==> src/hdl/adbd_pkg.sv <==
// Shared types and constants for the ADPCM block decoder.
// Used by the front, queue, back and top-level modules; depends on nothing.
package adbd_pkg;

  localparam logic [1:0] CLS_HDR   = 2'd0;
  localparam logic [1:0] CLS_FLAGS = 2'd1;
  localparam logic [1:0] CLS_DATA  = 2'd2;

  localparam logic [3:0] POS_HDR   = 4'd0;
  localparam logic [3:0] POS_FLAGS = 4'd1;
  localparam logic [2:0] FILTER_MAX = 3'd4;

  typedef struct packed {
    logic [7:0] data_byte;
    logic       restart;
  } in_t;

  typedef struct packed {
    logic               kind;
    logic signed [15:0] sample;
    logic               loop_start;
    logic               loop_end;
    logic               loop_repeat;
    logic               last;
  } out_t;

  typedef struct packed {
    logic [1:0] cls;
    logic       restart;
    logic [7:0] data_byte;
    logic [2:0] filter;
    logic [3:0] shift;
  } entry_t;

  typedef struct packed {
    logic signed [7:0] c0;
    logic signed [7:0] c1;
  } coef_t;

  function automatic coef_t coef_lookup(input logic [2:0] filter);
    coef_t c;
    case (filter)
      3'd1:    c = '{c0: 8'sd60,  c1: 8'sd0};
      3'd2:    c = '{c0: 8'sd115, c1: -8'sd52};
      3'd3:    c = '{c0: 8'sd98,  c1: -8'sd55};
      3'd4:    c = '{c0: 8'sd122, c1: -8'sd60};
      default: c = '{c0: 8'sd0,   c1: 8'sd0};
    endcase
    return c;
  endfunction

endpackage

==> src/hdl/adpcm_block_decoder_unit.sv <==
// Top level of the ADPCM block decoder: front end, entry queue and back end.
// Depends on adbd_pkg, adbd_front, adbd_queue and adbd_back.
//
//   Channel  Direction  Handshake          Beat
//   in_      input      in_valid/in_ready  in_t: data_byte, restart
//   out_     output     out_valid/out_ready out_t: kind, sample, flags, last
//   cfg_     input      cfg_we             cfg_wdata: output enable
//
// A data byte yields two samples, decoded one after the other, because each
// sample feeds the prediction history of the next. A flags byte yields one result and a header byte none.
// Reset is synchronous on rst_n and clears position, header fields, history
// and the queue; output enable resets to one. The queue lets the front accept
// bytes while the back end waits on out_ready.
module adpcm_block_decoder_unit import adbd_pkg::*; #(
  parameter int QUEUE_DEPTH = 2
) (
  input  logic clk,
  input  logic rst_n,
  input  logic in_valid,
  output logic in_ready,
  input  in_t  in_data,
  output logic out_valid,
  input  logic out_ready,
  output out_t out_data,
  input  logic cfg_we,
  input  logic cfg_wdata
);

  logic   push_valid, push_ready;
  entry_t push_entry;
  logic   pop_valid, pop_ready;
  entry_t pop_entry;

  adbd_front u_front (
    .clk        (clk),
    .rst_n      (rst_n),
    .in_valid   (in_valid),
    .in_ready   (in_ready),
    .in_data    (in_data),
    .push_valid (push_valid),
    .push_ready (push_ready),
    .push_entry (push_entry)
  );

  adbd_queue #(
    .DEPTH (QUEUE_DEPTH)
  ) u_queue (
    .clk        (clk),
    .rst_n      (rst_n),
    .push_valid (push_valid),
    .push_ready (push_ready),
    .push_entry (push_entry),
    .pop_valid  (pop_valid),
    .pop_ready  (pop_ready),
    .pop_entry  (pop_entry)
  );

  adbd_back u_back (
    .clk       (clk),
    .rst_n     (rst_n),
    .cfg_we    (cfg_we),
    .cfg_wdata (cfg_wdata),
    .pop_valid (pop_valid),
    .pop_ready (pop_ready),
    .pop_entry (pop_entry),
    .out_valid (out_valid),
    .out_ready (out_ready),
    .out_data  (out_data)
  );

endmodule

==> src/hdl/adbd_front.sv <==
// Front end: accepts input beats, tracks the block position and header fields,
// and classifies each byte into a queue entry. Depends on adbd_pkg.
module adbd_front import adbd_pkg::*; (
  input  logic   clk,
  input  logic   rst_n,
  input  logic   in_valid,
  output logic   in_ready,
  input  in_t    in_data,
  output logic   push_valid,
  input  logic   push_ready,
  output entry_t push_entry
);

  logic [3:0] pos_r, pos_nxt;
  logic [2:0] filter_r, filter_nxt;
  logic [3:0] shift_r, shift_nxt;
  logic [3:0] pos_eff;
  logic       accept;

  assign in_ready   = push_ready;
  assign push_valid = in_valid;
  assign accept     = in_valid && push_ready;
  assign pos_eff    = in_data.restart ? POS_HDR : pos_r;

  always_comb begin
    pos_nxt    = pos_r;
    filter_nxt = filter_r;
    shift_nxt  = shift_r;
    if (accept) begin
      pos_nxt = pos_eff + 4'd1;
      if (pos_eff == POS_HDR) begin
        filter_nxt = (in_data.data_byte[7:4] > {1'b0, FILTER_MAX}) ? 3'd0
                                                                   : in_data.data_byte[6:4];
        shift_nxt  = in_data.data_byte[3:0];
      end
    end
  end

  always_comb begin
    push_entry.restart   = in_data.restart;
    push_entry.data_byte = in_data.data_byte;
    push_entry.filter    = filter_r;
    push_entry.shift     = shift_r;
    if (pos_eff == POS_HDR) begin
      push_entry.cls = CLS_HDR;
    end else if (pos_eff == POS_FLAGS) begin
      push_entry.cls = CLS_FLAGS;
    end else begin
      push_entry.cls = CLS_DATA;
    end
  end

  always_ff @(posedge clk) begin
    if (!rst_n) begin
      pos_r    <= '0;
      filter_r <= '0;
      shift_r  <= '0;
    end else begin
      pos_r    <= pos_nxt;
      filter_r <= filter_nxt;
      shift_r  <= shift_nxt;
    end
  end

endmodule

==> src/hdl/adbd_queue.sv <==
// Short first-in first-out queue of classified entries between front and back.
// Depends on adbd_pkg.
module adbd_queue import adbd_pkg::*; #(
  parameter int DEPTH = 2
) (
  input  logic   clk,
  input  logic   rst_n,
  input  logic   push_valid,
  output logic   push_ready,
  input  entry_t push_entry,
  output logic   pop_valid,
  input  logic   pop_ready,
  output entry_t pop_entry
);

  localparam int PW = (DEPTH > 1) ? $clog2(DEPTH) : 1;
  localparam int CW = $clog2(DEPTH + 1);

  entry_t          mem [DEPTH];
  logic [PW-1:0]   wr_ptr_r, wr_ptr_nxt;
  logic [PW-1:0]   rd_ptr_r, rd_ptr_nxt;
  logic [CW-1:0]   count_r, count_nxt;
  logic            do_push, do_pop;

  assign push_ready = (count_r != CW'(DEPTH));
  assign pop_valid  = (count_r != '0);
  assign pop_entry  = mem[rd_ptr_r];
  assign do_push    = push_valid && push_ready;
  assign do_pop     = pop_valid && pop_ready;

  always_comb begin
    wr_ptr_nxt = wr_ptr_r;
    rd_ptr_nxt = rd_ptr_r;
    count_nxt  = count_r;
    if (do_push) begin
      wr_ptr_nxt = (wr_ptr_r == PW'(DEPTH - 1)) ? '0 : wr_ptr_r + PW'(1);
    end
    if (do_pop) begin
      rd_ptr_nxt = (rd_ptr_r == PW'(DEPTH - 1)) ? '0 : rd_ptr_r + PW'(1);
    end
    if (do_push && !do_pop) begin
      count_nxt = count_r + CW'(1);
    end else if (do_pop && !do_push) begin
      count_nxt = count_r - CW'(1);
    end
  end

  always_ff @(posedge clk) begin
    if (do_push) begin
      mem[wr_ptr_r] <= push_entry;
    end
  end

  always_ff @(posedge clk) begin
    if (!rst_n) begin
      wr_ptr_r <= '0;
      rd_ptr_r <= '0;
      count_r  <= '0;
    end else begin
      wr_ptr_r <= wr_ptr_nxt;
      rd_ptr_r <= rd_ptr_nxt;
      count_r  <= count_nxt;
    end
  end

endmodule

==> src/hdl/adbd_back.sv <==
// Back end: decodes queued entries into flag and sample results, at most one
// result per cycle while out_ready does not stall it, holding the prediction history. Depends on adbd_pkg.
module adbd_back import adbd_pkg::*; (
  input  logic   clk,
  input  logic   rst_n,
  input  logic   cfg_we,
  input  logic   cfg_wdata,
  input  logic   pop_valid,
  output logic   pop_ready,
  input  entry_t pop_entry,
  output logic   out_valid,
  input  logic   out_ready,
  output out_t   out_data
);

  logic               enable_r;
  logic               busy_r, busy_nxt;
  logic               phase_r, phase_nxt;
  entry_t             entry_r;
  logic signed [15:0] h1_r, h1_nxt;
  logic signed [15:0] h2_r, h2_nxt;
  logic               out_valid_r, out_valid_nxt;
  out_t               out_data_r, out_data_nxt;

  logic               can_out, is_data, is_hdr, done, load, pop;
  logic [3:0]         nibble;
  logic signed [15:0] base, shifted;
  coef_t              coef;
  logic signed [23:0] p1, p2;
  logic signed [19:0] sum;
  logic signed [15:0] clamped;

  assign can_out = !out_valid_r || out_ready;
  assign is_data = (entry_r.cls == CLS_DATA);
  assign is_hdr  = (entry_r.cls == CLS_HDR);
  assign done    = busy_r && (is_hdr || (can_out && (!is_data || phase_r)));
  assign load    = busy_r && can_out && !is_hdr;
  assign pop_ready = !busy_r || done;
  assign pop     = pop_valid && pop_ready;

  assign nibble  = phase_r ? entry_r.data_byte[7:4] : entry_r.data_byte[3:0];
  assign base    = $signed({nibble, 12'd0});
  assign shifted = base >>> entry_r.shift;
  assign coef    = coef_lookup(entry_r.filter);
  assign p1      = h1_r * coef.c0;
  assign p2      = h2_r * coef.c1;
  assign sum     = $signed({{4{shifted[15]}}, shifted})
                 + $signed({{2{p1[23]}}, p1[23:6]})
                 + $signed({{2{p2[23]}}, p2[23:6]});

  always_comb begin
    if (sum > 20'sd32767) begin
      clamped = 16'sh7fff;
    end else if (sum < -20'sd32768) begin
      clamped = 16'sh8000;
    end else begin
      clamped = sum[15:0];
    end
  end

  always_comb begin
    h1_nxt = h1_r;
    h2_nxt = h2_r;
    if (pop && pop_entry.restart) begin
      h1_nxt = '0;
      h2_nxt = '0;
    end else if (load && is_data) begin
      h2_nxt = h1_r;
      h1_nxt = clamped;
    end
  end

  always_comb begin
    busy_nxt  = busy_r;
    phase_nxt = phase_r;
    if (pop) begin
      busy_nxt  = 1'b1;
      phase_nxt = 1'b0;
    end else if (done) begin
      busy_nxt  = 1'b0;
      phase_nxt = 1'b0;
    end else if (load && is_data) begin
      phase_nxt = 1'b1;
    end
  end

  always_comb begin
    out_data_nxt = out_data_r;
    if (load) begin
      if (is_data) begin
        out_data_nxt.kind        = 1'b0;
        out_data_nxt.sample      = enable_r ? clamped : 16'sd0;
        out_data_nxt.loop_start  = 1'b0;
        out_data_nxt.loop_end    = 1'b0;
        out_data_nxt.loop_repeat = 1'b0;
        out_data_nxt.last        = phase_r;
      end else begin
        out_data_nxt.kind        = 1'b1;
        out_data_nxt.sample      = 16'sd0;
        out_data_nxt.loop_start  = entry_r.data_byte[2];
        out_data_nxt.loop_end    = entry_r.data_byte[0];
        out_data_nxt.loop_repeat = entry_r.data_byte[1];
        out_data_nxt.last        = 1'b1;
      end
    end
  end

  assign out_valid_nxt = load ? 1'b1 : (out_ready ? 1'b0 : out_valid_r);
  assign out_valid     = out_valid_r;
  assign out_data      = out_data_r;

  always_ff @(posedge clk) begin
    out_data_r <= out_data_nxt;
    if (pop) begin
      entry_r <= pop_entry;
    end
  end

  always_ff @(posedge clk) begin
    if (!rst_n) begin
      enable_r    <= 1'b1;
      busy_r      <= 1'b0;
      phase_r     <= 1'b0;
      h1_r        <= '0;
      h2_r        <= '0;
      out_valid_r <= 1'b0;
    end else begin
      if (cfg_we) begin
        enable_r <= cfg_wdata;
      end
      busy_r      <= busy_nxt;
      phase_r     <= phase_nxt;
      h1_r        <= h1_nxt;
      h2_r        <= h2_nxt;
      out_valid_r <= out_valid_nxt;
    end
  end

  a_phase_only_data: assert property (@(posedge clk) disable iff (!rst_n)
    phase_r |-> (busy_r && entry_r.cls == CLS_DATA))
    else $error("second nibble phase outside a data entry");

  a_restart_clears: assert property (@(posedge clk) disable iff (!rst_n)
    (pop && pop_entry.restart) |=> (h1_r == 16'sd0 && h2_r == 16'sd0))
    else $error("history not cleared on restart");

  a_flags_last: assert property (@(posedge clk) disable iff (!rst_n)
    (out_valid_r && out_data_r.kind) |-> (out_data_r.last && out_data_r.sample == 16'sd0))
    else $error("flags beat malformed");

  a_no_load_while_held: assert property (@(posedge clk) disable iff (!rst_n)
    (out_valid_r && !out_ready) |-> !load)
    else $error("result overwritten before it was taken");

endmodule
==> config.mk <==
export PLATFORM = sky130hd
export DESIGN_NAME = adpcm_block_decoder_unit
export DESIGN_NICKNAME = d
export VERILOG_FILES = /design/src/hdl/adbd_pkg.sv /design/src/hdl/adpcm_block_decoder_unit.sv /design/src/hdl/adbd_front.sv /design/src/hdl/adbd_queue.sv /design/src/hdl/adbd_back.sv
export SDC_FILE = /design/constraint.sdc
export NUM_CORES = 1
export LEC_CHECK = 0
export BUFFER_PORTS_ARGS = -buffer_cell sky130_fd_sc_hd__buf_2
export CAP_MARGIN = 15
export CORE_MARGIN = 3
export CORE_UTILIZATION = 35
export DETAILED_ROUTE_END_ITERATION = 10
export PLACE_DENSITY_LB_ADDON = 0.1
export SYNTH_ARGS = -nofsm -noshare
export SYNTH_HDL_FRONTEND = slang
export SYNTH_SLANG_ARGS = --single-unit
==> constraint.sdc <==
create_clock -name clk -period 8.5 [get_ports clk]
set_input_delay 0.425 -clock clk [delete_from_list [all_inputs] [get_ports clk]]
set_output_delay 0.425 -clock clk [all_outputs]
set_load 0.05 [all_outputs]
==> results.sh <==
export IMPL_status="complete, no violations"
export IMPL_holdCritPathClass="in2reg"
export IMPL_antenna_found_initial=1
export IMPL_synth_nets=1693
export IMPL_cpMostUsedCell="fa_1"
export IMPL_synthesis_area_mm2=0.0134
export IMPL_min_period_over_period_pct=96.2
export IMPL_numCtsBuffers=17
export IMPL_fillerInstances=3807
export IMPL_arrival_ns=8.45
export IMPL_area_delta_synth_final_pct=17.1
export IMPL_worst_path_max_fanout=7
export IMPL_dr_total_vias=9630
export IMPL_grt_first_pass_wirelength_mm=56.5
export IMPL_synth_top_area_share_pct=23.0
export IMPL_fin_crit_ns=8.18
export IMPL_io_pins=38
export IMPL_syn_avg_cell_area_um2=9.68
export IMPL_firstDrtPassIters=5
export IMPL_synth_distinct_cells=70
export IMPL_num_rows=71
export IMPL_h_tree_depth=4
export IMPL_r2r_start="u_back.entry_r[4]"
export IMPL_synth_seq_cells=126
export IMPL_post_drt_wl_per_cell_um=17.3
export IMPL_setup_worst_path_start_class="flop"
export IMPL_nets=1787
export IMPL_die_area_mm2=0.0406
export IMPL_clk_root_buffer_cell="clkbuf_16"
export IMPL_core_mm2=0.0377
export IMPL_gr_total_overflow=0
export IMPL_relSlewSlack_pct=34.1
export IMPL_seq_area_frac_synth_pct=24.4
export IMPL_start_util_pct=35.6
export IMPL_via_per_inst=4.81
export IMPL_grt_total_usage_pct=17.8
export IMPL_timing_rr_end="u_back.out_data[16]"
export IMPL_drc=0
export IMPL_cts_tree="done"
export IMPL_fp_dieH_um=202
export IMPL_crit_slowest_cell="fa_1"
export IMPL_hold_buffers=0
export IMPL_placed_cells=1956
export IMPL_hpwlAfterDp_mm=27.6
export IMPL_postRouteAntennaNets=0
export IMPL_worstRegToRegCells=33
export IMPL_clock_latency_ns=0.43
export IMPL_dr_wl_met2_mm=15.8
export IMPL_dp_slack_ns=0.0221
export IMPL_power_mw=6.44
export IMPL_synth_area_leaders="fa_1 (23%), edfxtp_1 (17%), ha_1 (13%), dfxtp_1 (7.8%), inv_1 (7.1%)"
export IMPL_worstHoldStart="in_data[3]"
export IMPL_critical_path_max_stage_delay_ns=0.54
export IMPL_criticalPathCategory="reg2reg"
export IMPL_synth_edf_count=74
export IMPL_crit_required_ns=8.77
export IMPL_hold_depth=1
export IMPL_async_flop_share_pct=0
export IMPL_fin_cells=2001
export IMPL_final_common_cell="inv_1"
export IMPL_antenna_cells=0
export IMPL_holdPathEnd="u_queue.mem[0][9]"
export IMPL_clockBufferDepth=2
export IMPL_top_layer_used="met5"
export IMPL_routed_wl_met3_um=990
export IMPL_tightest_slew_ns=0.989
export IMPL_grt_pass1_vias=10038
export IMPL_r2r_slack_ns=0.32
export IMPL_setup_viol=0
export IMPL_wl_mm=34.6
export IMPL_io_buffer_count=37
export IMPL_ys_flop_type="edfxtp_1"
export IMPL_crit_path_end_kind="flop"
export IMPL_yosysTopAreaCell="fa_1"
export IMPL_drt_met1_wl_mm=17.3
export IMPL_die_w_um=202
export IMPL_ys_warn_count=0
export IMPL_grt_max_degree=36
export IMPL_syn_inst=1383
export IMPL_final_core_util_pct=41.6
export IMPL_clock_skew_ns=0.0185
export IMPL_drive_gt1_share_pct=17.0
export IMPL_power_leakage_nw=7.75
export IMPL_ir_drop_mv=0.324
export IMPL_clk_pin_slew_worst_paths_ns=0.07
export IMPL_cts_sinks=126
export IMPL_power_density_mw_per_mm2=411
export IMPL_drtIter0Drc=565
export IMPL_place_gp_congestion=0.881
export IMPL_maxCapViolCount=0
export IMPL_final_cell_mix="inv_1 (252), fa_1 (151), ha_1 (134)"
export IMPL_finalMaxSlewViolations=0
export IMPL_hold_viol=0
export IMPL_max_freq_mhz=122
export IMPL_setup_slack_ns=0.323
## worst max-delay path, delay by kind of cell (launching register included)
kind            cells  cell delay, ns
fa+ha+maj           7            3.01
buf+inv             6            0.73
flops               1            0.49
xor+xnor            1            0.18
compound gates      9            1.99
simple gates       10            1.65
## layer usage
metal  global-route usage (%)  vias up
li1                         -     4694
met1                     26.4     4776
met2                     27.9      135
met3                     2.28       23
met4                     3.59        2
met5                        0        -
## metrics by stage
step | cell area (µm²) | hold WS [ns] | setup TNS, ns
2_1_floorplan | 13400 | 0.425 | 0
3_3_place_gp | 14600 | 0.434 | 0
3_5_place_dp | 14600 | 0.444 | 0
4_1_cts | 15200 | 0.179 | 0
5_1_grt | 15700 | 0.190 | -0.997
6_report | 15700 | 0.197 | 0
## flip-flops by register name, indices dropped and copies added (netlist names), named ones only
signal,cells
u_queue.mem,36
u_back.out_data,21
u_back.entry_r,17
u_back.h1_r,16
u_back.h2_r,16
u_front.pos_r,4
u_front.shift_r,4
u_front.filter_r,3
u_queue.count_r,2
u_back.busy_r,1
u_back.enable_r,1
u_back.out_valid,1
u_back.phase_r,1
u_queue.rd_ptr_r,1
u_queue.wr_ptr_r,1
## cell type report
class / count / area (µm²) / share of cell area [%]
Clock inverter: 15 / 193 / 1.23
Inverter: 256 / 961 / 6.13
Multi-Input combinational cell: 964 / 9350 / 59.6
Sequential cell: 126 / 3260 / 20.8
Timing Repair Buffer: 112 / 846 / 5.40
Tap cell: 511 / 639 / 4.08
Clock buffer: 17 / 425 / 2.71
## cells in the mapped netlist (29+ instances only)
library cell,number
a21oi_1,53
fa_1,154
edfxtp_1,74
inv_1,254
clkbuf_1,29
dfxtp_1,52
nand2_1,130
xnor2_1,42
o21ai_0,32
nor2_1,63
and2_1,80
ha_1,141
## worst max path at each step
stage | depth (start not counted) | slack (ns) | start | endpoint
after detailed placement | 36 | 0.02 | u_back.entry_r[4] | u_back.out_data[15]
after global placement | 36 | 0.03 | u_back.entry_r[4] | u_back.out_data[18]
after global routing | 33 | -0.06 | u_back.entry_r[4] | u_back.out_data[14]
final | 33 | 0.32 | u_back.entry_r[4] | u_back.out_data[16]
after floorplan | 39 | 0.20 | u_back.entry_r[5] | u_back.out_data[15]
after CTS | 35 | 0.02 | u_back.entry_r[4] | u_back.out_data[15]
## report_power, final
group	internal, mW	switching (mW)	total (mW)
logic	1.89	2.80	4.69
clock network	0.427	0.332	0.759
registers	0.862	0.131	0.993
## cell families after synthesis
kind of cell | Yosys count | share of synthesized area [%]
compound gates | 196 | 10.3
xor+xnor | 70 | 4.58
fa+ha+maj | 295 | 36.2
buf+inv | 293 | 8.34
flops | 126 | 24.4
mux | 29 | 2.34
simple gates | 374 | 13.9
## repair_timing
| item | 4_1_cts | 5_1_grt |
|---|---|---|
| buffers inserted | 0 | 11 |
| setup endpoints to repair | 1 | 30 |
| gates resized for setup | 2 | 75 |
| gates cloned | 0 | 1 |
| pin swaps | 0 | 42 |
Note: power is estimated with default switching activity, not from simulation.
